<file path="src/owtm_pkg.sv">
`default_nettype none

package owtm_pkg;

  typedef enum logic [3:0] {
    PH_IDLE,
    PH_RST_LOW,
    PH_RST_REL,
    PH_PRES_WAIT,
    PH_PRES_LOW,
    PH_W_LOW,
    PH_W_HIGH,
    PH_R_LOW,
    PH_R_WAIT,
    PH_R_REC
  } phase_t;

  typedef enum logic [2:0] {
    OP_END,
    OP_RST,
    OP_WR,
    OP_WRD,
    OP_RD
  } op_t;

  localparam logic [2:0] CMD_NONE = 3'd0;
  localparam logic [2:0] CMD_RST  = 3'd1;
  localparam logic [2:0] CMD_WR   = 3'd2;
  localparam logic [2:0] CMD_RD   = 3'd3;
  localparam logic [2:0] CMD_TEMP = 3'd4;

  localparam logic [2:0] REG_RESET_LOW     = 3'd0;
  localparam logic [2:0] REG_POST_RESET    = 3'd1;
  localparam logic [2:0] REG_PRES_WAIT     = 3'd2;
  localparam logic [2:0] REG_PRES_LOW      = 3'd3;
  localparam logic [2:0] REG_SHORT_LOW     = 3'd4;
  localparam logic [2:0] REG_SLOT          = 3'd5;
  localparam logic [2:0] REG_READ_SAMPLE   = 3'd6;
  localparam logic [2:0] REG_READ_RECOVER  = 3'd7;

  localparam logic [3:0] STEP_TEMP    = 4'd0;
  localparam logic [3:0] STEP_TEMP_LO = 4'd6;
  localparam logic [3:0] STEP_TEMP_HI = 4'd7;
  localparam logic [3:0] STEP_RESET   = 4'd9;
  localparam logic [3:0] STEP_WRITE   = 4'd11;
  localparam logic [3:0] STEP_READ    = 4'd13;

  localparam logic [2:0] LAST_BIT = 3'd7;

  localparam logic [7:0] ROM_SKIP    = 8'hCC;
  localparam logic [7:0] CONVERT_T   = 8'h44;
  localparam logic [7:0] READ_SCRPAD = 8'hBE;

  typedef struct packed {
    logic [9:0] reset_low_ticks;
    logic [7:0] post_reset_ticks;
    logic [9:0] presence_wait_limit;
    logic [9:0] presence_low_limit;
    logic [5:0] short_low_ticks;
    logic [7:0] slot_ticks;
    logic [5:0] read_sample_ticks;
    logic [7:0] read_recover_ticks;
  } cfg_t;

  typedef struct packed {
    phase_t            phase;
    logic [9:0]        tick_count;
    logic [2:0]        bit_index;
    logic [7:0]        shift_byte;
    logic [3:0]        step;
    logic [7:0]        low_byte_hold;
    logic              absent_flag;
    logic signed [15:0] temperature_hold;
    logic [7:0]        read_hold;
  } st_t;

  typedef struct packed {
    logic              drive_low;
    logic              busy;
    logic              done;
    logic              absent;
    logic [7:0]        read_value;
    logic signed [15:0] temperature;
  } res_t;

  function automatic op_t prog_op(input logic [3:0] step);
    op_t op;
    case (step)
      4'd0, 4'd3, 4'd9:         op = OP_RST;
      4'd1, 4'd2, 4'd4, 4'd5:   op = OP_WR;
      4'd6, 4'd7, 4'd13:        op = OP_RD;
      4'd11:                    op = OP_WRD;
      default:                  op = OP_END;
    endcase
    return op;
  endfunction

  function automatic logic [7:0] prog_byte(input logic [3:0] step);
    logic [7:0] b;
    case (step)
      4'd1, 4'd4: b = ROM_SKIP;
      4'd2:       b = CONVERT_T;
      4'd5:       b = READ_SCRPAD;
      default:    b = 8'h00;
    endcase
    return b;
  endfunction

  function automatic st_t begin_op(input st_t s_in);
    st_t s;
    s = s_in;
    s.tick_count = '0;
    s.bit_index  = '0;
    case (prog_op(s.step))
      OP_RST: s.phase = PH_RST_LOW;
      OP_WR: begin
        s.shift_byte = prog_byte(s.step);
        s.phase      = PH_W_LOW;
      end
      OP_WRD: s.phase = PH_W_LOW;
      OP_RD: begin
        s.shift_byte = '0;
        s.phase      = PH_R_LOW;
      end
      default: s.phase = PH_IDLE;
    endcase
    return s;
  endfunction

  function automatic st_t finish_op(input st_t s_in);
    st_t s;
    s = s_in;
    if (prog_op(s.step) == OP_RD) begin
      s.read_hold = s.shift_byte;
      if (s.step == STEP_TEMP_LO) begin
        s.low_byte_hold = s.shift_byte;
      end else if (s.step == STEP_TEMP_HI) begin
        s.temperature_hold = $signed({s.shift_byte, s.low_byte_hold});
      end
    end
    s.step = s.step + 4'd1;
    return begin_op(s);
  endfunction

endpackage

`default_nettype wire

</file>
<file path="src/owtm_cfg.sv">
`default_nettype none

module owtm_cfg
  import owtm_pkg::*;
(
  input  wire logic       clk,
  input  wire logic       rst,
  input  wire logic       cfg_valid,
  output logic            cfg_ready,
  input  wire logic [2:0] cfg_index,
  input  wire logic [9:0] cfg_data,
  output cfg_t            cfg
);

  assign cfg_ready = 1'b1;

  always_ff @(posedge clk) begin
    if (rst) begin
      cfg.reset_low_ticks     <= 10'd480;
      cfg.post_reset_ticks    <= 8'd15;
      cfg.presence_wait_limit <= 10'd200;
      cfg.presence_low_limit  <= 10'd240;
      cfg.short_low_ticks     <= 6'd2;
      cfg.slot_ticks          <= 8'd60;
      cfg.read_sample_ticks   <= 6'd11;
      cfg.read_recover_ticks  <= 8'd50;
    end else if (cfg_valid && cfg_ready) begin
      case (cfg_index)
        REG_RESET_LOW:    cfg.reset_low_ticks     <= cfg_data;
        REG_POST_RESET:   cfg.post_reset_ticks    <= cfg_data[7:0];
        REG_PRES_WAIT:    cfg.presence_wait_limit <= cfg_data;
        REG_PRES_LOW:     cfg.presence_low_limit  <= cfg_data;
        REG_SHORT_LOW:    cfg.short_low_ticks     <= cfg_data[5:0];
        REG_SLOT:         cfg.slot_ticks          <= cfg_data[7:0];
        REG_READ_SAMPLE:  cfg.read_sample_ticks   <= cfg_data[5:0];
        REG_READ_RECOVER: cfg.read_recover_ticks  <= cfg_data[7:0];
        default: ;
      endcase
    end
  end

endmodule

`default_nettype wire

</file>
<file path="src/owtm_step.sv">
`default_nettype none

module owtm_step
  import owtm_pkg::*;
(
  input  wire logic       clk,
  input  wire logic       rst,
  input  wire logic       advance,
  input  wire logic [2:0] cmd,
  input  wire logic [7:0] cmd_data,
  input  wire logic       bus_level,
  input  wire cfg_t       cfg,
  output res_t            res
);

  st_t        st;
  st_t        st_next;
  st_t        s0;
  st_t        s;
  logic [9:0] tc1;
  logic [9:0] len;
  logic       hit;
  logic       fin;
  logic       bitv;

  always_comb begin
    s0 = st;
    if (st.phase == PH_IDLE && (cmd inside {[CMD_RST:CMD_TEMP]})) begin
      case (cmd)
        CMD_TEMP: s0.step = STEP_TEMP;
        CMD_RST:  s0.step = STEP_RESET;
        CMD_WR: begin
          s0.step       = STEP_WRITE;
          s0.shift_byte = cmd_data;
        end
        default:  s0.step = STEP_READ;
      endcase
      s0 = begin_op(s0);
    end
  end

  assign bitv = s0.shift_byte[0];
  assign tc1  = s0.tick_count + 10'd1;

  always_comb begin
    case (s0.phase)
      PH_RST_LOW:   len = cfg.reset_low_ticks;
      PH_RST_REL:   len = {2'b00, cfg.post_reset_ticks};
      PH_PRES_WAIT: len = cfg.presence_wait_limit;
      PH_PRES_LOW:  len = cfg.presence_low_limit;
      PH_W_LOW:     len = bitv ? {4'd0, cfg.short_low_ticks} : {2'b00, cfg.slot_ticks};
      PH_W_HIGH:    len = bitv ? {2'b00, cfg.slot_ticks} : {4'd0, cfg.short_low_ticks};
      PH_R_LOW:     len = {4'd0, cfg.short_low_ticks};
      PH_R_WAIT:    len = {4'd0, cfg.read_sample_ticks};
      PH_R_REC:     len = {2'b00, cfg.read_recover_ticks};
      default:      len = '0;
    endcase
  end

  assign hit = (tc1 >= len);

  always_comb begin
    s   = s0;
    fin = 1'b0;
    case (s0.phase)
      PH_RST_LOW, PH_RST_REL, PH_W_LOW, PH_R_LOW: begin
        s.tick_count = hit ? 10'd0 : tc1;
        if (hit) begin
          case (s0.phase)
            PH_RST_LOW: s.phase = PH_RST_REL;
            PH_RST_REL: s.phase = PH_PRES_WAIT;
            PH_W_LOW:   s.phase = PH_W_HIGH;
            default:    s.phase = PH_R_WAIT;
          endcase
        end
      end
      PH_PRES_WAIT: begin
        if (!bus_level) begin
          s.tick_count = '0;
          s.phase      = PH_PRES_LOW;
        end else begin
          s.tick_count = hit ? 10'd0 : tc1;
          if (hit) begin
            s.absent_flag = 1'b1;
            s   = finish_op(s);
            fin = 1'b1;
          end
        end
      end
      PH_PRES_LOW: begin
        if (bus_level) begin
          s.absent_flag = 1'b0;
          s   = finish_op(s);
          fin = 1'b1;
        end else begin
          s.tick_count = hit ? 10'd0 : tc1;
          if (hit) begin
            s.absent_flag = 1'b1;
            s   = finish_op(s);
            fin = 1'b1;
          end
        end
      end
      PH_W_HIGH: begin
        s.tick_count = hit ? 10'd0 : tc1;
        if (hit) begin
          s.shift_byte = {1'b0, s0.shift_byte[7:1]};
          if (s0.bit_index == LAST_BIT) begin
            s   = finish_op(s);
            fin = 1'b1;
          end else begin
            s.bit_index = s0.bit_index + 3'd1;
            s.phase     = PH_W_LOW;
          end
        end
      end
      PH_R_WAIT: begin
        s.tick_count = hit ? 10'd0 : tc1;
        if (hit) begin
          s.shift_byte = {bus_level, s0.shift_byte[7:1]};
          s.phase      = PH_R_REC;
        end
      end
      PH_R_REC: begin
        s.tick_count = hit ? 10'd0 : tc1;
        if (hit) begin
          if (s0.bit_index == LAST_BIT) begin
            s   = finish_op(s);
            fin = 1'b1;
          end else begin
            s.bit_index = s0.bit_index + 3'd1;
            s.phase     = PH_R_LOW;
          end
        end
      end
      default: s.phase = PH_IDLE;
    endcase
    st_next = s;
  end

  always_comb begin
    res.drive_low   = (s0.phase == PH_RST_LOW) || (s0.phase == PH_W_LOW) ||
                      (s0.phase == PH_R_LOW);
    res.busy        = (s0.phase != PH_IDLE);
    res.done        = fin && (s.phase == PH_IDLE);
    res.absent      = s.absent_flag;
    res.read_value  = s.read_hold;
    res.temperature = s.temperature_hold;
  end

  always_ff @(posedge clk) begin
    if (rst) begin
      st.phase            <= PH_IDLE;
      st.tick_count       <= '0;
      st.bit_index        <= '0;
      st.shift_byte       <= '0;
      st.step             <= '0;
      st.low_byte_hold    <= '0;
      st.absent_flag      <= 1'b0;
      st.temperature_hold <= '0;
      st.read_hold        <= '0;
    end else if (advance) begin
      st <= st_next;
    end
  end

endmodule

`default_nettype wire

</file>
<file path="src/owtm_out.sv">
`default_nettype none

module owtm_out
  import owtm_pkg::*;
(
  input  wire logic          clk,
  input  wire logic          rst,
  input  wire logic          load,
  input  wire res_t          res,
  input  wire logic          out_stall,
  output logic               out_valid,
  output logic               drive_low,
  output logic               busy_res,
  output logic               done_res,
  output logic               absent,
  output logic [7:0]         read_value,
  output logic signed [15:0] temperature
);

  res_t held;

  always_ff @(posedge clk) begin
    if (rst) begin
      out_valid <= 1'b0;
    end else if (load) begin
      out_valid <= 1'b1;
    end else if (!out_stall) begin
      out_valid <= 1'b0;
    end
  end

  always_ff @(posedge clk) begin
    if (load) begin
      held <= res;
    end
  end

  assign drive_low   = held.drive_low;
  assign busy_res    = held.busy;
  assign done_res    = held.done;
  assign absent      = held.absent;
  assign read_value  = held.read_value;
  assign temperature = held.temperature;

endmodule

`default_nettype wire

</file>
<file path="src/onewire_temperature_master_unit.sv">
// A result beat appears on the output register in the cycle after its tick is accepted.
// One tick is taken per cycle unless the input is stalled; the state and result update together on acceptance.
// A tick is taken whenever the output register is empty or its beat is taken in the same cycle.
// Reset clears the bus sequencer to idle, all held values to zero and the timing registers
// to their default values; the output register comes out of reset empty.
`default_nettype none

module onewire_temperature_master_unit
  import owtm_pkg::*;
(
  input  wire logic          clk,
  input  wire logic          rst,
  input  wire logic          in_valid,
  output logic               in_stall,
  input  wire logic [2:0]    cmd,
  input  wire logic [7:0]    cmd_data,
  input  wire logic          bus_level,
  output logic               out_valid,
  input  wire logic          out_stall,
  output logic               drive_low,
  output logic               busy_res,
  output logic               done_res,
  output logic               absent,
  output logic [7:0]         read_value,
  output logic signed [15:0] temperature,
  input  wire logic          cfg_valid,
  output logic               cfg_ready,
  input  wire logic [2:0]    cfg_index,
  input  wire logic [9:0]    cfg_data
);

  cfg_t cfg;
  res_t res;
  logic advance;

  assign in_stall = out_valid && out_stall;
  assign advance  = in_valid && !in_stall;

  owtm_cfg u_cfg (
    .clk       (clk),
    .rst       (rst),
    .cfg_valid (cfg_valid),
    .cfg_ready (cfg_ready),
    .cfg_index (cfg_index),
    .cfg_data  (cfg_data),
    .cfg       (cfg)
  );

  owtm_step u_step (
    .clk       (clk),
    .rst       (rst),
    .advance   (advance),
    .cmd       (cmd),
    .cmd_data  (cmd_data),
    .bus_level (bus_level),
    .cfg       (cfg),
    .res       (res)
  );

  owtm_out u_out (
    .clk         (clk),
    .rst         (rst),
    .load        (advance),
    .res         (res),
    .out_stall   (out_stall),
    .out_valid   (out_valid),
    .drive_low   (drive_low),
    .busy_res    (busy_res),
    .done_res    (done_res),
    .absent      (absent),
    .read_value  (read_value),
    .temperature (temperature)
  );

  a_stall_only_when_full: assert property (@(posedge clk) disable iff (rst)
    in_stall |-> out_valid)
    else $error("input stalled while the output register is empty");

  a_accept_fills_output: assert property (@(posedge clk) disable iff (rst)
    advance |=> out_valid)
    else $error("accepted tick left no result beat");

  a_done_while_busy: assert property (@(posedge clk) disable iff (rst)
    (out_valid && done_res) |-> busy_res)
    else $error("command finished on a tick that was not busy");

endmodule

`default_nettype wire
</file>
<file path="config.mk">
export PLATFORM = sky130hd
export DESIGN_NAME = onewire_temperature_master_unit
export DESIGN_NICKNAME = d
export VERILOG_FILES = /design/src/owtm_pkg.sv /design/src/owtm_cfg.sv /design/src/owtm_step.sv /design/src/owtm_out.sv /design/src/onewire_temperature_master_unit.sv
export SDC_FILE = /design/constraint.sdc
export NUM_CORES = 1
export LEC_CHECK = 0
export ABC_AREA = 1
export BUFFER_PORTS_ARGS = -buffer_cell sky130_fd_sc_hd__buf_2
export CAP_MARGIN = 40
export CORE_AREA = 2 2 180 182
export CTS_BUF_LIST = sky130_fd_sc_hd__clkbuf_4 sky130_fd_sc_hd__clkbuf_8
export DETAILED_ROUTE_END_ITERATION = 8
export DIE_AREA = 0 0 182 184
export GPL_TIMING_DRIVEN = 1
export SYNTH_ARGS = -nofsm -noshare
export SYNTH_HDL_FRONTEND = slang
export SYNTH_SLANG_ARGS = --single-unit
</file>
<file path="constraint.sdc">
create_clock -name clk -period 9.3 [get_ports clk]
set_input_delay 1.395 -clock clk [delete_from_list [all_inputs] [get_ports clk]]
set_output_delay 1.395 -clock clk [all_outputs]
set_load 0.05 [all_outputs]
</file>
Word level (Yosys, flattened, before mapping)
Memories as Yosys holds them, arrays and structs flattened.
Index checks and enable logic that the tools add are counted.
W data, S select, Z words.
{"block": "word_totals", "output_inout_bits": 31, "word_cells": 229, "rom_bits": 528, "in_bits": 30, "n_memories": 11, "ff_bits": 157}
{"block": "op_classes", "n_reduce_logical": 31, "magnitude_cmp": 3, "eq_ne": 60, "addsub": 3, "n_mux": 97}
{"name": "(name not given)", "words": 16, "word_bits": 3, "rd": 1, "rd_clocked_by_memory_dff": 0, "wr": 0, "line_no": "owtm_pkg.sv:88", "source": "case (step)"}
{"name": "(name not given)", "words": 16, "word_bits": 3, "rd": 1, "rd_clocked_by_memory_dff": 0, "wr": 0, "line_no": "owtm_pkg.sv:88"}
{"name": "(name not given)", "words": 16, "word_bits": 3, "rd": 1, "rd_clocked_by_memory_dff": 0, "wr": 0, "line_no": "owtm_pkg.sv:88"}
{"name": "(name not given)", "words": 16, "word_bits": 3, "rd": 1, "rd_clocked_by_memory_dff": 0, "wr": 0, "line_no": "owtm_pkg.sv:88"}
{"name": "(name not given)", "words": 16, "word_bits": 3, "rd": 1, "rd_clocked_by_memory_dff": 0, "wr": 0, "line_no": "owtm_pkg.sv:88"}
{"name": "(name not given)", "words": 16, "word_bits": 3, "rd": 1, "rd_clocked_by_memory_dff": 0, "wr": 0, "line_no": "owtm_pkg.sv:88"}
{"name": "+5 memories"}
{"operator": "$mux W62", "n": 6}
{"operator": "$pmux W37 S4", "n": 1}
{"operator": "$mux W24", "n": 5}
{"operator": "$pmux W8 S2", "n": 6}
{"operator": "$mux W3", "n": 30}
{"operator": "$mux W45", "n": 2}
{"operator": "$pmux W10 S9", "n": 1}
{"operator": "$mux W8", "n": 11}
{"operator": "$mux W16", "n": 4}
{"operator": "$pmux W3 S3", "n": 6}
{"operator": "$eq A3 B3 Y1 const B", "n": 17}
{"operator": "$pmux W10 S5", "n": 1}
{"operator": "$mux W48", "n": 1}
{"operator": "$pmux W8 S3", "n": 2}
{"operator": "$eq A3 B2 Y1 const B", "n": 15}
{"operator": "$eq A4 B3 Y1 const B", "n": 10}
{"operator": "$pmux W8 S5", "n": 1}
{"operator": "$eq A3 B1 Y1 const B", "n": 8}
{"operator": "$pmux W4 S3", "n": 2}
{"operator": "$pmux W4 S6", "n": 1}
{"operator": "$mux W10", "n": 2}
{"operator": "$mux W4", "n": 5}
{"operator": "$reduce_or A2 Y1", "n": 9}
{"operator": "$eq A4 B2 Y1 const B", "n": 4}
{"operator": "22 further kinds", "n": 44}

Logic depth before layout (Yosys ltp)
An unclocked memory read counts as a cell.
{"block": "depth", "ltp_word": 24, "ltp_mapped": 34, "mapped_depth_nobuf": 33}

By module
From an unflattened synthesis, not the netlist that was laid out.
{"block": "hier_totals", "cells_unflattened": 1412, "area_unflattened_um2": 9609.2}
{"mod": "owtm_step", "cells_each": 1015, "seq_area_each_um2": 1241.2, "area_each_um2": 6154.7, "n_inst": 1}
{"mod": "owtm_cfg", "cells_each": 361, "seq_area_each_um2": 1321.3, "area_each_um2": 2557.5, "n_inst": 1}
{"mod": "owtm_out", "cells_each": 32, "seq_area_each_um2": 860.8, "area_each_um2": 877.1, "n_inst": 1}
{"mod": "onewire_temperature_master_unit", "cells_each": 4, "seq_area_each_um2": 0.0, "area_each_um2": 20.0, "n_inst": 1}

Least setup slack after synthesis
No wires, ideal clock.
{"block": "synth_path", "path_type": "input port to flip-flop", "start": "in cmd[1]", "end": "reg u_out.held (netlist bit u_out.temperature[8]) (data pin)", "stages": 30, "n_path_buf": 3, "slack_ps": 4231, "setup_time_ps": 257, "arrival_ps": 4812, "t_required_ps": 9043, "cell_sequence": "nor2_1 -> nand2_1 -> nand2_2 -> nand2_2 -> nand2_1 -> inv_1 -> nor2_1 -> nand2_1 -> buf_4 -> inv_1 -> buf_2 -> a22o_1 -> nor3_1 -> nand4_1 -> a21oi_1 -> ha_1 -> nand2_1 -> nor4_1 -> nand3_1 -> nand3_1 -> nand2_1 -> inv_1 -> nor2_4 -> nor3_2 -> nand2_2 -> inv_4 -> nand2_8 -> buf_6 -> nand2_2 -> o21ai_2"}
{"item": "start: declaration", "line_no": "onewire_temperature_master_unit.sv:15", "source": "input wire logic [2:0] cmd,"}
{"item": "end signal: assignment", "line_no": "owtm_out.sv:34", "source": "held <= res;"}
{"item": "end: declaration", "line_no": "owtm_out.sv:20", "source": "res_t held;"}

==> flow_metrics.py <==
metrics = {
    "layout": {
        "drive_gt1_share_pct": 13.9,
        "n_antenna_cell": 0,
        "area.growth.synth_to_final_pct": 11.1,
        "nets": 1445,
    },
    "global_routing": {
        "grt_max_degree": 84,
        "antenna_found_initial": 0,
        "grtUsageTotal_pct": 18.1,
        "grtUsageMet2_pct": 30.4,
        "grtUsageMet1_pct": 23.4,
        "top_usage_layer": "met2",
        "met3_usage_pct": 2.81,
        "grt_overflow": 0,
        "grt_pass1_vias": 8692,
        "grt_pass1_wl_um": 47600,
    },
    "clocking": {
        "cts_tree": "done",
        "cts.sinks": 157,
        "cts_resized": 0,
        "cts_hold_buf": 0,
        "clk_latency_ns": 0.49,
        "clk_pin_slew_worst_paths_ns": 0.09,
        "clock-root-buffer": "clkbuf_8",
        "htree_levels": 4,
        "cts_buffer_depth": 2,
        "post_cts_buffers": 0,
        "cts_made_buffers": 17,
    },
    "hold_path": {
        "hold_end": "u_cfg.cfg[41]$_SDFFE_PP1P_",
        "hold_path.class": "reg2reg",
        "holdPathStages": 2,
        "min_from": "u_cfg.cfg[41]$_SDFFE_PP1P_",
    },
    "worst_setup_path": {
        "r2r-end": "u_step.st[3]$_SDFFE_PP0P_",
        "crit_arrival_ns": 7.16,
        "r2r_cells": 30,
        "ff2ff_setup_slack_ns": 3.17,
        "cp_max_fo": 21,
        "crit_slowest_cell": "inv_1",
        "crit_required_ns": 9.72,
        "slowest_delay_ns": 0.52,
        "critPathKind": "in2reg",
        "reg2reg_from": "u_step.st[60]$_SDFFE_PP0P_",
        "cp-end-kind": "flop",
        "start_kind": "input port",
    },
    "timing": {
        "worstMarginPinSlew_ns": 1.07,
        "setup_viol": 0,
        "final-hold-violation-count": 0,
        "relSlewSlack_pct": 28.4,
        "rsz0062_at_grt": "no",
        "max_freq_ghz": 0.148,
        "period_minus_slack_ns": 6.74,
        "fin_crit_sh_pct": 72.5,
        "timing.setup.tns_ns": 0,
        "finalMaxSlewViolations": 0,
        "finalClockSkew_ns": 0.0217,
    },
    "run_status": {
        "status": "completed",
    },
    "route": {
        "final_antenna_net_count": 0,
        "vias_per_cell": 5.14,
        "drt-total-wl_um": 30000,
        "vias": 9303,
        "drc": 0,
        "dr.pass1.iters": 5,
        "wl_per_cell_um": 16.6,
        "drtIter0Drc": 761,
    },
    "logic_synthesis": {
        "yosysWarnings": 0,
        "synthArstFlopShare_pct": 0,
        "postSynthAreaPerCell_um2": 6.86,
        "synth_nets": 1413,
        "netlist_area_um2": 9340,
        "synth_seq_cells": 157,
        "postSynthCellCount": 1362,
        "ys.flop_type": "dfxtp_1",
        "synth_edf_count": 28,
        "ys_types": 55,
        "yosysSeqAreaShare_pct": 36.7,
    },
    "placement": {
        "portBuffers": 59,
        "globalplace.congestion": 0.977,
        "hpwl_um": 21300,
    },
    "floorplanning": {
        "num_rows": 65,
        "ios": 61,
        "die_area_um2": 33500,
        "die_width_um": 182,
        "start_util_pct": 29.7,
        "coreArea_um2": 31400,
        "dieHeight_um": 184,
    },
    "power_and_ir_drop": {
        "power.density_nw_per_um2": 190,
        "p_total_mw": 1.97,
        "leakage_nw": 4.67,
        "ir_worst_vdd_mv": 0.0911,
    },
    "job": {
        "max_cap_violations": 0,
    },
}
==> where the power goes <==
group	switching, mW	internal (mW)	total [mW]
combinational	0.486	0.173	0.659
clock	0.292	0.259	0.552
sequential	0.0218	0.736	0.758
==> cell usage after synthesis, drive strengths merged, types with 6 or more instances <==
| cell | number | area share, % |
|---|---|---|
| nand2 | 306 | 14 |
| o21ai | 181 | 10 |
| inv | 178 | 7.2 |
| nor2 | 174 | 7.5 |
| dfxtp | 129 | 28 |
| a21oi | 92 | 4.9 |
| nand3 | 75 | 4.4 |
| clkbuf | 38 | 1.5 |
| edfxtp | 28 | 9.0 |
| ha | 21 | 2.8 |
| buf | 16 | 1.0 |
| nand4 | 15 | 1.3 |
| o22ai | 15 | 1.0 |
| nor3 | 12 | 0.75 |
| a31oi | 11 | 0.74 |
| o211ai | 11 | 0.88 |
| a22o | 7 | 0.66 |
| a22oi | 7 | 0.62 |
| clkinv | 7 | 0.28 |
| xor2 | 6 | 0.56 |
==> through the flow <==
| stage | hold WS [ns] | instances | area, µm² | utilization [%] | setup WS [ns] |
|---|---|---|---|---|---|
| 2_1_floorplan | 0.425 | 1362 | 9340 | - | 4.23 |
| 3_3_place_gp | 0.439 | 1776 | 9960 | 31.7 | 2.24 |
| 3_5_place_dp | 0.443 | 1777 | 9970 | 31.7 | 2.17 |
| 4_1_cts | 0.468 | 1809 | 10400 | 33.1 | 2.67 |
| 5_1_grt | 0.482 | 1809 | 10400 | 33.1 | 2.12 |
| 6_report | 0.467 | 1809 | 10400 | 33.1 | 2.56 |
==> critical path: cells and delay by family <==
family / cells / cell delay (ns)
fa+ha+maj: 1 / 0.17
buf+inv: 8 / 1.60
simple gates: 16 / 3.18
compound gates: 5 / 0.83
==> final cells by class <==
cell class / count / area (µm²)
Multi-Input combinational cell: 966 / 4980
Clock buffer: 19 / 262
Fill cell: 3462 / 21000
Sequential cell: 157 / 3420
Tap cell: 402 / 503
Timing Repair Buffer: 67 / 355
Clock inverter: 13 / 151
Inverter: 185 / 702
==> placed cells by master, fill, tap and decap left out, types with 6 or more instances in the layout <==
cell type / netlist / final
nand2_1: 272 / 272
nor2_1: 162 / 161
inv_1: 153 / 152
o21ai_0: 130 / 130
dfxtp_1: 129 / 129
a21oi_1: 92 / 92
nand3_1: 71 / 71
buf_2: 4 / 59
o21ai_1: 42 / 42
edfxtp_1: 28 / 28
nand2_2: 25 / 25
inv_2: 22 / 24
ha_1: 21 / 21
clkbuf_8: 0 / 19
o22ai_1: 15 / 15
nand4_1: 12 / 12
o211ai_1: 11 / 11
a31oi_1: 11 / 11
nor3_1: 10 / 10
nor2_2: 9 / 9
o21ai_2: 9 / 9
buf_4: 2 / 8
a22o_1: 7 / 7
nand2_4: 6 / 6
a22oi_1: 6 / 6
clkinv_1: 7 / 6
xor2_1: 6 / 6
==> how the worst max path moves through the flow <==
stage,slack [ns],cells past startpoint,from,endpoint
4_1_cts,2.67,30,cmd[1],u_step.st[3]$_SDFFE_PP0P_
3_5_place_dp,2.17,27,cmd[1],u_out.done_res$_DFFE_PP_
2_1_floorplan,4.23,30,cmd[1],u_out.temperature[8]$_DFFE_PP_
3_3_place_gp,2.24,30,cmd[1],u_step.st[3]$_SDFFE_PP0P_
5_1_grt,2.12,30,cmd[1],u_step.st[3]$_SDFFE_PP0P_
6_report,2.56,30,cmd[1],u_step.st[3]$_SDFFE_PP0P_
==> cells by family after synthesis <==
family / Yosys count / synth area share, %
simple gates: 586 / 28.3
xor+xnor: 7 / 0.657
compound gates: 351 / 21.4
buf+inv: 239 / 10.1
fa+ha+maj: 21 / 2.81
flops: 157 / 36.7
other cells: 1 / 0.0402
==> sequential cells by signal, indices dropped and copies added (netlist names), 8 cells and up <==
name,cells
u_cfg.cfg,66
u_out.temperature,16
u_step.st,62
u_out.read_value,8
==> layer usage <==
layer  up-vias  wire length [µm]  share of wire [%]
met5         -                 0                  0
met4         0              1010                3.4
li1       4572                 -                  -
met3        65              1440                4.8
met2       294             14100                 47
met1      4372             13500                 45
No activity file was read; power rests on OpenSTA's default activity.
